$ cat config.mk
export PLATFORM = sky130hd
export DESIGN_NAME = bmf_window_acc
export DESIGN_NICKNAME = d
export VERILOG_FILES = /design/src/box_mean_filter_stream_core_assert.svh /design/src/bmf_pkg.sv /design/src/bmf_window_acc.sv
export SDC_FILE = /design/constraint.sdc
export NUM_CORES = 1
export LEC_CHECK = 0
export ABC_AREA = 1
export CAP_MARGIN = 20
export CORE_ASPECT_RATIO = 0.8
export CORE_MARGIN = 2
export CORE_UTILIZATION = 60
export CTS_BUF_LIST = sky130_fd_sc_hd__clkbuf_16
export DETAILED_ROUTE_END_ITERATION = 7
export DONT_BUFFER_PORTS = 1
export HOLD_SLACK_MARGIN = 0.05
export PLACE_DENSITY = 0.76
export SKIP_CTS_REPAIR_TIMING = 1
export SYNTH_ARGS = -nofsm -noshare
export SYNTH_HDL_FRONTEND = slang
export SYNTH_SLANG_ARGS = --single-unit
export TNS_END_PERCENT = 20
$ cat constraint.sdc
create_clock -name clock -period 9 [get_ports clock]
set_input_delay 0 -clock clock [delete_from_list [all_inputs] [get_ports clock]]
set_output_delay 0 -clock clock [all_outputs]
set_load 0.05 [all_outputs]
$ cat src/box_mean_filter_stream_core_assert.svh
// ---------------------------------------------------------------------------
// Box mean filter assertion macros
// Shared concurrent assertion forms for the box mean filter core.
// ---------------------------------------------------------------------------
`ifndef BOX_MEAN_FILTER_STREAM_CORE_ASSERT_SVH
`define BOX_MEAN_FILTER_STREAM_CORE_ASSERT_SVH

// The consequent must hold in the same cycle as the antecedent.
`define BMF_ASSERT_SAME(lbl, clk, rst, ante, cons, msg) \
   lbl: assert property (@(posedge clk) disable iff (rst) (ante) |-> (cons)) \
      else $error(msg);

// The consequent must hold in the cycle after the antecedent.
`define BMF_ASSERT_NEXT(lbl, clk, rst, ante, cons, msg) \
   lbl: assert property (@(posedge clk) disable iff (rst) (ante) |=> (cons)) \
      else $error(msg);

`endif

$ cat src/bmf_pkg.sv
// ---------------------------------------------------------------------------
// Box mean filter package
// Widths, register codes, shared structs and the reciprocal table.
// ---------------------------------------------------------------------------
package bmf_pkg;

   localparam int MAX_WINDOW  = 7;
   localparam int MAX_WIDTH   = 1024;
   localparam int LANES       = MAX_WINDOW - 1;
   localparam int PIX_W       = 8;
   localparam int N_W         = 3;
   localparam int COL_W       = $clog2(MAX_WIDTH);
   localparam int WIDTH_W     = 11;
   localparam int ROW_W       = 16;
   localparam int CS_W        = PIX_W + $clog2(MAX_WINDOW);
   localparam int SUM_W       = CS_W + $clog2(MAX_WINDOW);
   localparam int RECIP_SHIFT = SUM_W + $clog2(MAX_WINDOW * MAX_WINDOW);
   localparam int RECIP_W     = RECIP_SHIFT + 1;
   localparam int PROD_W      = SUM_W + RECIP_W;
   localparam int FIFO_DEPTH  = 8;
   localparam int FIFO_AW     = $clog2(FIFO_DEPTH);
   localparam int CNT_W       = FIFO_AW + 1;
   localparam int REQ_DATA_W  = 8;
   localparam int RSP_FIELD_W = PIX_W + ROW_W + COL_W;
   localparam int RSP_DATA_W  = ((RSP_FIELD_W + 7) / 8) * 8;
   localparam int CSR_IDX_W   = 2;
   localparam int CSR_DATA_W  = 16;

   typedef enum logic [CSR_IDX_W-1:0] {
      CSR_WINDOW_SIZE  = 2'd0,
      CSR_IMAGE_WIDTH  = 2'd1,
      CSR_IMAGE_HEIGHT = 2'd2
   } csr_index_type;

   typedef struct packed {
      logic             emit;
      logic [N_W-1:0]   n;
      logic [ROW_W-1:0] center_row;
      logic [COL_W-1:0] center_col;
      logic             last;
   } ctl_type;

   typedef struct packed {
      logic [PIX_W-1:0] mean;
      logic [ROW_W-1:0] center_row;
      logic [COL_W-1:0] center_col;
      logic             last;
   } result_type;

   typedef struct packed {
      logic empty;
      logic full;
   } fifo_status_type;

   // ceil(2^RECIP_SHIFT / (n*n)); exact truncating division for sums below 2^SUM_W.
   function automatic logic [RECIP_W-1:0] recip(input logic [N_W-1:0] n);
      logic [RECIP_W-1:0] m;
      case (n)
         3'd2:    m = 21'd262144;
         3'd3:    m = 21'd116509;
         3'd4:    m = 21'd65536;
         3'd5:    m = 21'd41944;
         3'd6:    m = 21'd29128;
         3'd7:    m = 21'd21400;
         default: m = 21'd1048576;
      endcase
      return m;
   endfunction

endpackage

$ cat src/bmf_window_acc.sv
// ---------------------------------------------------------------------------
// Box mean filter window accumulator
// Shifts column sums, adds the active window and divides by the window area
// through a reciprocal multiply, one stage each.
// ---------------------------------------------------------------------------
module bmf_window_acc (
   input  logic                       clock,
   input  logic                       reset,
   input  logic                       in_valid,
   input  logic [bmf_pkg::CS_W-1:0]   in_cs,
   input  bmf_pkg::ctl_type           in_ctl,
   output logic                       out_valid,
   output bmf_pkg::result_type        out_res
);

   logic [bmf_pkg::CS_W-1:0]   colsum_ff [bmf_pkg::MAX_WINDOW];
   logic                       a_valid_ff;
   bmf_pkg::ctl_type           a_ctl_ff;
   logic                       b_valid_ff;
   bmf_pkg::ctl_type           b_ctl_ff;
   logic [bmf_pkg::SUM_W-1:0]  sum_ff;
   logic [bmf_pkg::SUM_W-1:0]  sum_in;
   logic                       c_valid_ff;
   bmf_pkg::result_type        res_ff;
   logic [bmf_pkg::PROD_W-1:0] prod;

   always_comb begin
      sum_in = '0;
      for (int k = 0; k < bmf_pkg::MAX_WINDOW; k++) begin
         if (bmf_pkg::N_W'(k) < a_ctl_ff.n) begin
            sum_in = sum_in + bmf_pkg::SUM_W'(colsum_ff[k]);
         end
      end
   end

   assign prod = bmf_pkg::PROD_W'(sum_ff) * bmf_pkg::PROD_W'(bmf_pkg::recip(b_ctl_ff.n));

   always_ff @(posedge clock) begin
      if (reset) begin
         a_valid_ff <= 1'b0;
         b_valid_ff <= 1'b0;
         c_valid_ff <= 1'b0;
         for (int k = 0; k < bmf_pkg::MAX_WINDOW; k++) begin
            colsum_ff[k] <= '0;
         end
      end else begin
         a_valid_ff <= in_valid;
         b_valid_ff <= a_valid_ff;
         c_valid_ff <= b_valid_ff && b_ctl_ff.emit;
         if (in_valid) begin
            colsum_ff[0] <= in_cs;
            for (int k = 1; k < bmf_pkg::MAX_WINDOW; k++) begin
               colsum_ff[k] <= colsum_ff[k-1];
            end
         end
      end
   end

   always_ff @(posedge clock) begin
      a_ctl_ff <= in_ctl;
      b_ctl_ff <= a_ctl_ff;
      sum_ff   <= sum_in;
      res_ff.mean       <= prod[bmf_pkg::RECIP_SHIFT +: bmf_pkg::PIX_W];
      res_ff.center_row <= b_ctl_ff.center_row;
      res_ff.center_col <= b_ctl_ff.center_col;
      res_ff.last       <= b_ctl_ff.last;
   end

   assign out_valid = c_valid_ff;
   assign out_res   = res_ff;

endmodule

==> impl_metrics.sql <==
INSERT INTO impl_metrics (metric_group, metric, value, unit) VALUES
('power', 'power.density_cell_area', '329', 'nW/um2'),
('synth', 'top_flip_flop_cell_by_instance_count_after_synthesis', 'dfxtp_1', ''),
('critical_path', 'timing.critical_path.required', '9.35', 'ns'),
('power', 'peak_supply_drop', '0.000480', 'V'),
('synth', 'muxShareOfSynthArea', '0', '%'),
('sta', 'worst_clock_skew', '0.0167', 'ns'),
('global_route', 'grt_first_pass_wirelength', '63300', 'um'),
('critical_path', 'setup.worst_path.class', 'flip-flop to flip-flop', ''),
('global_route', 'grt_max_degree', '78', ''),
('clock_tree', 'worst_skew_pair.late_latency', '0.46', 'ns'),
('synth', 'synth.net_count', '2273', ''),
('sta', 'worstMarginPinSlew', '0.874', 'ns'),
('global_route', 'overflow', '0', ''),
('clock_tree', 'cts_root_buffer', 'clkbuf_16', ''),
('floorplanning', 'row_count', '53', ''),
('global_route', 'grt_antenna_before_repair', '0', ''),
('run', 'max_cap_violations', '0', ''),
('detailed_routing', 'first_pass_iters', '7', ''),
('sta', 'achievable-frequency', '0.120', 'GHz'),
('cells_and_area', 'most-common-layout-cells', 'inv_1, nand2_1, nor2_1, ha_1, fa_1', ''),
('synth', 'number_of_enable_type_register_cells_in_the_synthesized_netlist', '77', ''),
('critical_path', 'r2r-start', 'a_ctl_ff[27]$_DFF_P_', ''),
('hold_path', 'hold_start', 'in_ctl[22]', ''),
('synth', 'syn-cell-area', '16000', 'um2'),
('synth', 'synth_area_per_cell', '8.37', 'um2'),
('sta', 'final.period_utilization', '92.9', '%'),
('detailed_routing', 'm1WireLength', '18700', 'um'),
('floorplanning', 'fp.dieArea', '27900', 'um2'),
('synth', 'synth_largest_area_cell', 'fa_1', ''),
('cells_and_area', 'area_growth', '9.87', '%'),
('detailed_routing', 'met2RoutedLength', '16700', 'um'),
('synth', 'yosys_warnings', '0', ''),
('detailed_routing', 'via_count', '12461', ''),
('synth', 'postSynthRegisterBits', '191', ''),
('cells_and_area', 'layout-drive-gt1-share', '5.39', '%'),
('critical_path', 'critical-path-slowest-cell', 'dfxtp_1', ''),
('detailed_routing', 'top_layer', 'met4', ''),
('critical_path', 'critPathLaunchType', 'flip-flop', ''),
('floorplanning', 'core', '26200', 'um2'),
('cells_and_area', 'mostFrequentLayoutCell', 'inv_1', ''),
('power', 'leakage_power', '8.94', 'nW'),
('floorplanning', 'dieWidth', '186', 'um'),
('hold_path', 'whs_endpoint', 'a_ctl_ff[22]$_DFF_P_', ''),
('detailed_routing', 'drt-total-wl', '39100', 'um'),
('clock_tree', 'max-clock-path-buffers', '2', ''),
('synth', 'post_synth_and_or_nand_nor_area_fraction', '19.2', '%'),
('synth', 'synth_sequential_area_ratio', '28.8', '%'),
('hold_path', 'worst_hold_path.num_cells', '1', ''),
('synth', 'asyncSetResetFlopFracSynth', '0', '%'),
('synth', 'synth.area.top_cells', 'fa_1, edfxtp_1, dfxtp_1, ha_1, inv_1', ''),
('global_route', 'groute.usage.overall', '28.9', '%'),
('status', 'run_status', 'finished, final reports clean', ''),
('cells_and_area', 'diodes', '0', ''),
('detailed_routing', 'average_via_count_per_standard_cell', '5.36', ''),
('placed_design', 'place_area', '16300', 'um2'),
('critical_path', 'arrival', '8.71', 'ns'),
('synth', 'synth_compound_area_share', '6.82', '%'),
('critical_path', 'r2r_slack', '0.64', 'ns'),
('floorplanning', 'initial_utilization', '60.9', '%'),
('clock_tree', 'numClockSinks', '191', ''),
('sta', 'hold_violations', '0', ''),
('floorplanning', 'top_level_ports', '81', ''),
('synth', 'xor_and_xnor_fraction_of_the_mapped_netlist_area', '2.14', '%'),
('sta', 'finalSetupViolations', '0', ''),
('synth', 'fraction_of_post_synthesis_cell_area_in_the_top_cell_type_by_area', '19.3', '%'),
('sta', 'final_max_slew_viol_count', '0', ''),
('placed_design', 'dp.final_hpwl', '31400', 'um'),
('cells_and_area', 'finalNetCount', '2319', ''),
('clock_tree', 'cts_tree', 'done', ''),
('critical_path', 'critPathMaxStageDelay', '0.39', 'ns'),
('synth', 'yosys.cell_types.count', '49', '');
-- stage by stage --
step | cells | utilization [%] | power (mW) | hold WS [ns] | TNS [ns]
global placement | 2244 | 62.3 | 4.74 | 0.0278 | 0
finish | 2323 | 66.9 | 5.77 | 0.0837 | 0
detailed placement | 2244 | 62.3 | 4.84 | 0.0278 | 0
CTS | 2276 | 64.9 | 5.74 | -0.454 | 0
global route | 2323 | 66.9 | 6.40 | 0.0683 | -0.00695
floorplan | 1907 | - | 3.94 | 0.0277 | 0
-- worst max path at each step --
stage	startpoint	endpoint	depth (start not counted)
floorplan	a_ctl_ff[29]$_DFF_P_	sum_ff[12]$_DFF_P_	42
global placement	a_ctl_ff[29]$_DFF_P_	sum_ff[12]$_DFF_P_	47
detailed placement	a_ctl_ff[29]$_DFF_P_	sum_ff[12]$_DFF_P_	47
CTS	a_ctl_ff[29]$_DFF_P_	sum_ff[12]$_DFF_P_	51
global route	a_ctl_ff[27]$_DFF_P_	sum_ff[12]$_DFF_P_	51
finish	a_ctl_ff[27]$_DFF_P_	sum_ff[12]$_DFF_P_	51
-- kinds of logic (layout without fill, tap and decap cells) --
kind of cell,count (synthesis),after routing
AND/OR/NAND/NOR,721,721
flip-flops,191,191
adder cells (fa/ha/maj),321,321
XOR/XNOR,39,39
AO/OA/AOI/OAI,186,186
buffers and inverters,449,508
-- cells in the mapped netlist (2+ instances only) --
cell type / n
nand3_1: 69
xor2_1: 26
inv_1: 418
o21a_1: 4
fa_1: 154
buf_2: 4
a21boi_0: 2
ha_1: 167
o211ai_1: 3
o31ai_1: 3
o21ai_2: 9
a211oi_1: 3
nand3_2: 6
clkbuf_1: 13
nand4_1: 11
o21ai_0: 40
nand2_4: 2
edfxtp_1: 77
nand2_2: 18
and2_1: 12
dfxtp_1: 114
o2111ai_1: 4
a21o_1: 6
nor3_1: 11
a21oi_1: 81
nor2_1: 240
nand2_1: 328
a31oi_1: 7
clkinv_1: 4
nand3b_1: 5
o21bai_1: 8
buf_1: 5
xnor2_1: 13
nor2_2: 4
inv_2: 5
or2_2: 9
o21ai_1: 10
-- where the power goes --
part	switching (mW)	internal (mW)	total [mW]	leakage, nW
Sequential	0.165	1.00	1.17	1.81
Clock	0.454	0.409	0.863	0.324
Combinational	2.29	1.44	3.74	6.81
-- cell type report --
type / instances / area [um2]
clock inverters: 15 / 241
well taps: 357 / 447
flip-flops and latches: 191 / 4600
repair buffers: 49 / 510
clock buffers: 17 / 425
multi-input cells: 1267 / 9700
inverters: 427 / 1600
fillers: 2202 / 8670
-- flip-flops by register name, summed over array words and instances, names as in the netlist --
register	flops
a_ctl_ff	31
out_valid	1
sum_ff	14
colsum_ff	77
b_valid_ff	1
out_res	35
b_ctl_ff	31
a_valid_ff	1
-- metal layers --
metal	GRT usage (%)	vias up
met2	44.0	502
met1	43.1	5920
met4	5.72	0
met5	0	-
met3	5.65	30
li1	-	6009
Note: power is estimated with default switching activity, not from simulation.
