--- src/box_mean_filter_stream_core_assert.svh ---
// ---------------------------------------------------------------------------
// Box mean filter assertion macros
// Shared concurrent assertion forms for the box mean filter core.
// ---------------------------------------------------------------------------
`ifndef BOX_MEAN_FILTER_STREAM_CORE_ASSERT_SVH
`define BOX_MEAN_FILTER_STREAM_CORE_ASSERT_SVH

// The consequent must hold in the same cycle as the antecedent.
`define BMF_ASSERT_SAME(lbl, clk, rst, ante, cons, msg) \
   lbl: assert property (@(posedge clk) disable iff (rst) (ante) |-> (cons)) \
      else $error(msg);

// The consequent must hold in the cycle after the antecedent.
`define BMF_ASSERT_NEXT(lbl, clk, rst, ante, cons, msg) \
   lbl: assert property (@(posedge clk) disable iff (rst) (ante) |=> (cons)) \
      else $error(msg);

`endif

--- src/bmf_pkg.sv ---
// ---------------------------------------------------------------------------
// Box mean filter package
// Widths, register codes, shared structs and the reciprocal table.
// ---------------------------------------------------------------------------
package bmf_pkg;

   localparam int MAX_WINDOW  = 7;
   localparam int MAX_WIDTH   = 1024;
   localparam int LANES       = MAX_WINDOW - 1;
   localparam int PIX_W       = 8;
   localparam int N_W         = 3;
   localparam int COL_W       = $clog2(MAX_WIDTH);
   localparam int WIDTH_W     = 11;
   localparam int ROW_W       = 16;
   localparam int CS_W        = PIX_W + $clog2(MAX_WINDOW);
   localparam int SUM_W       = CS_W + $clog2(MAX_WINDOW);
   localparam int RECIP_SHIFT = SUM_W + $clog2(MAX_WINDOW * MAX_WINDOW);
   localparam int RECIP_W     = RECIP_SHIFT + 1;
   localparam int PROD_W      = SUM_W + RECIP_W;
   localparam int FIFO_DEPTH  = 8;
   localparam int FIFO_AW     = $clog2(FIFO_DEPTH);
   localparam int CNT_W       = FIFO_AW + 1;
   localparam int REQ_DATA_W  = 8;
   localparam int RSP_FIELD_W = PIX_W + ROW_W + COL_W;
   localparam int RSP_DATA_W  = ((RSP_FIELD_W + 7) / 8) * 8;
   localparam int CSR_IDX_W   = 2;
   localparam int CSR_DATA_W  = 16;

   typedef enum logic [CSR_IDX_W-1:0] {
      CSR_WINDOW_SIZE  = 2'd0,
      CSR_IMAGE_WIDTH  = 2'd1,
      CSR_IMAGE_HEIGHT = 2'd2
   } csr_index_type;

   typedef struct packed {
      logic             emit;
      logic [N_W-1:0]   n;
      logic [ROW_W-1:0] center_row;
      logic [COL_W-1:0] center_col;
      logic             last;
   } ctl_type;

   typedef struct packed {
      logic [PIX_W-1:0] mean;
      logic [ROW_W-1:0] center_row;
      logic [COL_W-1:0] center_col;
      logic             last;
   } result_type;

   typedef struct packed {
      logic empty;
      logic full;
   } fifo_status_type;

   // ceil(2^RECIP_SHIFT / (n*n)); exact truncating division for sums below 2^SUM_W.
   function automatic logic [RECIP_W-1:0] recip(input logic [N_W-1:0] n);
      logic [RECIP_W-1:0] m;
      case (n)
         3'd2:    m = 21'd262144;
         3'd3:    m = 21'd116509;
         3'd4:    m = 21'd65536;
         3'd5:    m = 21'd41944;
         3'd6:    m = 21'd29128;
         3'd7:    m = 21'd21400;
         default: m = 21'd1048576;
      endcase
      return m;
   endfunction

endpackage

--- src/bmf_result_fifo.sv ---
// ---------------------------------------------------------------------------
// Box mean filter result FIFO
// Small register FIFO that holds finished results until the sink takes them.
// ---------------------------------------------------------------------------
module bmf_result_fifo (
   input  logic                     clock,
   input  logic                     reset,
   input  logic                     push,
   input  bmf_pkg::result_type      push_data,
   input  logic                     pop_ready,
   output logic                     out_valid,
   output bmf_pkg::result_type      out_data,
   output bmf_pkg::fifo_status_type status
);

   bmf_pkg::result_type          mem [bmf_pkg::FIFO_DEPTH];
   logic [bmf_pkg::FIFO_AW-1:0]  wr_ptr_ff;
   logic [bmf_pkg::FIFO_AW-1:0]  rd_ptr_ff;
   logic [bmf_pkg::CNT_W-1:0]    count_ff;
   logic [bmf_pkg::CNT_W-1:0]    count_in;
   logic                         pop;

   assign out_valid    = (count_ff != '0);
   assign out_data     = mem[rd_ptr_ff];
   assign pop          = out_valid && pop_ready;
   assign status.empty = (count_ff == '0);
   assign status.full  = (count_ff == bmf_pkg::CNT_W'(bmf_pkg::FIFO_DEPTH));

   always_comb begin
      count_in = count_ff;
      if (push && !pop) begin
         count_in = count_ff + 1'b1;
      end else if (pop && !push) begin
         count_in = count_ff - 1'b1;
      end
   end

   always_ff @(posedge clock) begin
      if (reset) begin
         wr_ptr_ff <= '0;
         rd_ptr_ff <= '0;
         count_ff  <= '0;
      end else begin
         count_ff <= count_in;
         if (push) begin
            wr_ptr_ff <= wr_ptr_ff + 1'b1;
         end
         if (pop) begin
            rd_ptr_ff <= rd_ptr_ff + 1'b1;
         end
      end
   end

   always_ff @(posedge clock) begin
      if (push) begin
         mem[wr_ptr_ff] <= push_data;
      end
   end

endmodule

--- config.mk ---
export PLATFORM = sky130hd
export DESIGN_NAME = bmf_result_fifo
export DESIGN_NICKNAME = d
export VERILOG_FILES = /design/src/box_mean_filter_stream_core_assert.svh /design/src/bmf_pkg.sv /design/src/bmf_result_fifo.sv
export SDC_FILE = /design/constraint.sdc
export NUM_CORES = 1
export LEC_CHECK = 0
export BUFFER_PORTS_ARGS = -buffer_cell sky130_fd_sc_hd__buf_2
export CAP_MARGIN = 10
export CORE_MARGIN = 10
export CORE_UTILIZATION = 60
export DETAILED_ROUTE_END_ITERATION = 8
export PLACE_DENSITY_LB_ADDON = 0.3
export RECOVER_POWER = 25
export SETUP_SLACK_MARGIN = 0.1
export SLEW_MARGIN = 20
export SYNTH_ARGS = -nofsm -noshare
export SYNTH_HDL_FRONTEND = slang
export SYNTH_SLANG_ARGS = --single-unit
--- constraint.sdc ---
create_clock -name clock -period 5.31 [get_ports clock]
set_input_delay 1.062 -clock clock [delete_from_list [all_inputs] [get_ports clock]]
set_output_delay 1.062 -clock clock [all_outputs]
set_load 0.01 [all_outputs]
==> flow_metrics.env, run 1 <==
export IMPL_r2r_slack_ns=2.55
export IMPL_setup_viol=0
export IMPL_drt_initial_drc_count=340
export IMPL_fmax_mhz=258
export IMPL_grt_max_degree=37
export IMPL_gp_congestion=0.677
export IMPL_layout_drive_gt1_share=0.251
export IMPL_relSlewSlack=0.264
export IMPL_synth_top_family_by_area="multiplexers"
export IMPL_mappedNetlistArea_sq_um=11400
export IMPL_synthTopCellsByCount="280 x edfxtp_1, 70 x mux4_1, 36 x mux2_2, 18 x nor2_1"
export IMPL_ant_nets=0
export IMPL_hold_buffers=0
export IMPL_synth_xor_area_frac=0.00461
export IMPL_synthAdderAreaFrac=0.00724
export IMPL_yosys_mux_area_fraction=0.199
export IMPL_worstPathArrival_ns=2.82
export IMPL_hold_start="rd_ptr_ff[1]$_SDFFE_PP0P_"
export IMPL_yosysWarnings=0
export IMPL_port_buffer_count=76
export IMPL_ys_seq_area_frac=0.760
export IMPL_synth_area_leaders="edfxtp_1 74%, mux4_1 16%, mux2_2 3.6%"
export IMPL_cts_resized=0
export IMPL_avgSynthCellArea_sq_um=23.9
export IMPL_tns_ns=0
export IMPL_cp_max_fo=36
export IMPL_hold_viol_final=0
export IMPL_cts_tree="done"
export IMPL_placementRows=50
export IMPL_first_pass_iters=4
export IMPL_grt_pass1_vias=5520
export IMPL_synth_seq_cells=293
export IMPL_path_delay_family="flip-flops"
export IMPL_fill_cells=1127
export IMPL_die_w_um=158
export IMPL_grt_pass1_wl_um=31700
export IMPL_syn_nets=522
export IMPL_ys_types=25
export IMPL_whs_path_depth=2
export IMPL_overflow=0
export IMPL_drcViolationCount=0
export IMPL_area_growth_pct=13.6
export IMPL_worstSkewPairLatency_ns=0.52
export IMPL_synth_edf_count=280
export IMPL_initial_core_util=0.610
export IMPL_worstHoldPathType="register to register"
export IMPL_syn_inst=477
export IMPL_power_mw=5.63
export IMPL_cp_buffers_inverters=2
export IMPL_cts_buffers=28
export IMPL_outcome="completed"
export IMPL_rsz0062_at_grt="false"
export IMPL_rr_startpoint="count_ff[1]$_SDFFE_PP0P_"
export IMPL_synth_simple_area_share=0.0134
export IMPL_end_kind="output port"
export IMPL_wl_um=20500
export IMPL_clkTransAtPathRegs_ns=0.06
export IMPL_min_period_over_period=0.731
export IMPL_drv_cap=0
export IMPL_synthArstFlopShare=0
export IMPL_final_cell_area_sq_um=13000
export IMPL_yosys_area_top_type="edfxtp_1"
export IMPL_clock_path_buffers=3
export IMPL_yosys_cell_count_top_type="edfxtp_1"
export IMPL_slew_viol_final=0
export IMPL_grt_use_total=0.169
export IMPL_cts_root_buf="clkbuf_16"
export IMPL_path_cells="buf_4 > mux4_1 > mux2_2 > buf_2"
export IMPL_antenna_found_initial=1
export IMPL_cts_max_level=1
export IMPL_core_sq_um=18700
export IMPL_io_pins=77
export IMPL_wire_per_inst_um=24.8
export IMPL_dpl_instance_area_sq_um=12100
export IMPL_p_leak_nw=4.28
export IMPL_hpwl_um=11600
export IMPL_power_per_cell_area_nw_per_um2=434
export IMPL_required_ns=4.25
export IMPL_start_kind="register"
export IMPL_tightest_slew_ns=1.10
export IMPL_fin_nets=617
export IMPL_route_vias_total=5069
export IMPL_slowest_delay_ns=0.88
export IMPL_fin_util=0.693
export IMPL_rr_endpoint="count_ff[3]$_SDFFE_PP0P_"
export IMPL_period_needed_ns=3.88
export IMPL_crit_slowest_cell="dfxtp_2"
export IMPL_die_y_um=158
export IMPL_synthFlopType="edfxtp_1"
export IMPL_synth_compound_area_frac=0.00252
export IMPL_cts_setup_buffers=0
export IMPL_vias_per_cell=6.11
export IMPL_vdd_drop_max_v=0.000332
export IMPL_r2r_cells=9
export IMPL_yosysTopAreaCellShare=0.737
export IMPL_die_area_sq_um=24900
export IMPL_critPathKind="register to output port"
export IMPL_skew_ns=0.00715
export IMPL_cts_sinks=293
==> where the power goes <==
part           internal [mW]  switching [mW]  total, mW
combinational          0.573           0.450       1.02
sequential              2.62           0.118       2.74
clock                   1.09           0.783       1.87
==> logic make-up after synthesis <==
logic type | Yosys count
buf+inv | 25
fa+ha+maj | 6
xor+xnor | 6
simple gates | 34
flops | 293
compound gates | 5
mux | 108
==> metal layers <==
layer / global-route usage / vias up / routed length (um)
met5: 0 / - / 0
met4: 0.0396 / 0 / 298
met3: 0.0369 / 26 / 1130
met2: 0.288 / 141 / 10600
met1: 0.217 / 2632 / 8510
li1: - / 2270 / -
==> sequential cells by signal (all words and copies together), names as in the netlist, named ones only <==
name / count
rd_ptr_ff: 3
mem: 280
count_ff: 4
wr_ptr_ff: 3
==> placed cells by master (no fill, tap or decap), drive strengths merged, types with 2 or more instances in the layout <==
cell,instances
nand2,5
xor2,4
mux2i,2
edfxtp,280
nand3,3
a21oi,3
nor2,18
nand2b,3
clkbuf,57
bufinv,2
buf,63
xnor2,2
nor3,2
ha,5
dfxtp,13
mux4,70
mux2,36
clkinv,17
inv,2
==> tightest hold or removal path, stage by stage (launching register included) <==
cell and delay [ns]:
dfxtp_1 0.32, nand2_1 0.05, a21oi_1 0.08
==> final cells by class <==
cell class,instances,area [sq um],share of cell area
antenna,1,2.50,0.000193
clock buffer,32,737,0.0569
clock inverter,20,140,0.0108
inverter,2,7.51,0.000579
multi-input combinational,159,2640,0.204
sequential,293,8670,0.670
tap,234,293,0.0226
timing repair buffer,88,459,0.0354
==> worst max path at each step <==
stage | from | endpoint | slack, ns | depth (start not counted)
2_1_floorplan | push | mem[0][0]$_DFFE_PP_ | 1.28 | 2
6_report | register | out_data[2] | 1.43 | 4
3_5_place_dp | register | out_data[2] | 1.93 | 4
3_3_place_gp | register | out_data[0] | 1.98 | 4
5_1_grt | register | out_data[2] | 1.27 | 4
4_1_cts | register | out_data[2] | 1.36 | 4
==> per-stage QoR <==
step / setup slack, ns / hold slack [ns] / cells
CTS: 1.36 / 0.513 / 828
floorplan: 1.28 / 0.454 / 477
global placement: 1.98 / 0.459 / 775
global route: 1.27 / 0.554 / 829
finish: 1.43 / 0.509 / 829
detailed placement: 1.93 / 0.504 / 776
(Power assumes the default switching activity.)
==> run 2: changes to the inputs <==
ABC_AREA = 1   (was default)
clock period = 3.8 ns   (was 5.31 ns; I/O delays follow)
==> run 2 against run 1 <==
First-iteration DRC count grew 130%; die area grew 3.0%; final area grew 2.0%; critical path type unchanged.
==> flow_metrics.env, run 2 <==
export IMPL_outcome="completed"
export IMPL_synthTopCellsByCount="298 x nor2_1, 280 x edfxtp_1, 192 x nand2_1, 94 x o21ai_1, 52 x o21ai_0"
export IMPL_vias_per_cell=5.44
export IMPL_cts_setup_buffers=0
export IMPL_gp_congestion=0.790
export IMPL_layout_drive_gt1_share=0.109
export IMPL_cts_root_buf="clkbuf_16"
export IMPL_synth_seq_cells=293
export IMPL_largest_reg_flops=280
export IMPL_drcViolationCount=0
export IMPL_rsz0062_at_grt="false"
export IMPL_layout_commonest_cell="nor2_1"
export IMPL_fin_nets=1137
export IMPL_drv_cap=0
export IMPL_tns_ns=0
export IMPL_yosys_area_top_type="edfxtp_1"
export IMPL_period_needed_ns=3.39
export IMPL_required_ns=3.04
export IMPL_hold_viol_final=0
export IMPL_start_kind="register"
export IMPL_avgSynthCellArea_sq_um=11.6
export IMPL_antennaDiodeCount=0
export IMPL_final_cell_area_sq_um=13200
export IMPL_critPathKind="register to output port"
export IMPL_io_pins=77
export IMPL_cts_sinks=293
export IMPL_end_kind="output port"
export IMPL_skew_ns=0.0117
export IMPL_yosysTopAreaCellShare=0.712
export IMPL_ant_nets=0
export IMPL_power_per_cell_area_nw_per_um2=632
export IMPL_ys_types=22
export IMPL_path_cells="buf_4 > nor2_1 > nor2_1 > o21ai_0 > nand2_1 > nand2_1 > nand2_1 > buf_2"
export IMPL_slew_viol_final=0
export IMPL_path_delay_family="flip-flops"
export IMPL_relSlewSlack=0.416
export IMPL_core_sq_um=19400
export IMPL_slowest_delay_ns=0.77
export IMPL_grt_pass1_vias=7483
export IMPL_mappedNetlistArea_sq_um=11800
export IMPL_p_leak_nw=4.89
export IMPL_cts_max_level=1
export IMPL_ys_seq_area_frac=0.735
export IMPL_drt_initial_drc_count=766
export IMPL_crit_slowest_cell="dfxtp_4"
export IMPL_route_vias_total=7478
export IMPL_vdd_drop_max_v=0.000817
export IMPL_setup_viol=0
export IMPL_power_mw=8.35
export IMPL_overflow=0
export IMPL_worstPathArrival_ns=2.63
export IMPL_yosysWarnings=0
export IMPL_syn_inst=1021
export IMPL_synthArstFlopShare=0
export IMPL_cp_common_cell="nand2_1"
export IMPL_grt_max_degree=79
export IMPL_die_area_sq_um=25700
export IMPL_cts_resized=0
export IMPL_first_pass_iters=5
export IMPL_wire_per_inst_um=17.8
export IMPL_synth_area_leaders="edfxtp_1 71%, nor2_1 9.5%, nand2_1 6.1%"
export IMPL_clkTransAtPathRegs_ns=0.06
export IMPL_die_y_um=160
export IMPL_dpl_instance_area_sq_um=12400
export IMPL_cp_max_fo=59
export IMPL_fmax_mhz=295
export IMPL_fill_cells=1396
export IMPL_syn_nets=1066
export IMPL_grt_use_total=0.188
export IMPL_final_cell_mix="290 x nor2_1, 280 x edfxtp_1, 192 x nand2_1, 94 x o21ai_1, 52 x o21ai_0"
export IMPL_synth_edf_count=280
export IMPL_cts_buffers=28
export IMPL_die_w_um=160
export IMPL_antenna_found_initial=1
export IMPL_clock_path_buffers=3
export IMPL_hold_buffers=0
export IMPL_tightest_slew_ns=0.877
export IMPL_placementRows=51
export IMPL_largest_register="mem"
export IMPL_largestRegisters="mem (280), count_ff (4)"
export IMPL_port_buffer_count=76
export IMPL_wl_um=24500
export IMPL_synthFlopType="edfxtp_1"
export IMPL_cts_tree="done"
export IMPL_cp_buffers_inverters=2
export IMPL_min_period_over_period=0.892
export IMPL_initial_core_util=0.608
export IMPL_area_growth_pct=11.9
export IMPL_worstHoldPathType="input port to register"
export IMPL_yosys_cell_count_top_type="nor2_1"
export IMPL_grt_pass1_wl_um=39200
export IMPL_hpwl_um=14000
export IMPL_worstSkewPairLatency_ns=0.53
-- run 2: changes by cell type after synthesis, moves of 4 or more --
cell      delta
mux4_1      -70
inv_1       +12
clkbuf_2     +4
buf_2       +18
nor2_1     +280
mux2_2      -36
nand2_1    +187
buf_1        +5
o21ai_1     +94
buf_6        +4
o21ai_0     +52
-- run 2: through the flow --
step	setup slack, ns	hold slack [ns]	utilization	instances
after CTS	0.394	0.444	0.683	1375
after global routing	0.196	0.476	0.681	1375
final	0.412	0.463	0.681	1375
after global placement	1.04	0.480	0.640	1327
after floorplan	0.765	0.459	-	1021
after detailed placement	0.964	0.490	0.640	1327
-- run 2: final cells by class --
cell class              count  area [sq um]  share of cell area
flip-flops and latches    293          8670               0.657
multi-input cells         658          2810               0.213
clock buffers              35           748              0.0566
repair buffers             94           497              0.0376
well taps                 265           332              0.0251
clock inverters            13          87.6             0.00663
inverters                  17          65.1             0.00493
-- run 2: kinds of logic after synthesis --
family                     count (synthesis)  synth area share
AOI/OAI and AO/OA                        152            0.0645
adders and majority gates                  6           0.00700
xor gates and xnor gates                   3           0.00223
buffers and inverters                     70            0.0327
DFF                                      293             0.735
and+or+nand+nor                          497             0.159
-- run 2: per-layer routing --
metal	up-vias	share of wire	GRT usage
li1	3612	-	-
met1	3559	0.42	0.242
met2	269	0.49	0.321
met3	36	0.071	0.0368
met4	2	0.015	0.0518
met5	-	0.00045	0
-- run 2: worst reg2reg max path, cell delays in order (launching register included) --
cell	delay, ns
dfxtp_1	0.44
nor2_1	0.08
nand3_1	0.13
nand2_1	0.14
ha_1	0.22
inv_1	0.14
ha_1	0.27
or2_2	0.29
nand3_1	0.09
nand3_1	0.07
nand2_1	0.06
inv_1	0.03
-- run 2: power breakdown --
part | internal [mW] | total, mW | switching, mW
logic | 0.684 | 2.05 | 1.37
registers | 3.65 | 3.75 | 0.104
clock network | 1.45 | 2.55 | 1.10
total | 5.78 | 8.35 | 2.57
-- run 2: path summary, 6_finish.rpt --
check                       startpoint                   endpoint  slack (ns)  cells past startpoint
max                           register               out_data[29]        0.41                      8
max reg2reg   count_ff[1]$_SDFFE_PP0P_   count_ff[3]$_SDFFE_PP0P_        1.73                     11
min                              reset  wr_ptr_ff[0]$_SDFFE_PP0P_        0.46                      2
min reg2reg  wr_ptr_ff[0]$_SDFFE_PP0P_  wr_ptr_ff[0]$_SDFFE_PP0P_        0.50                      2
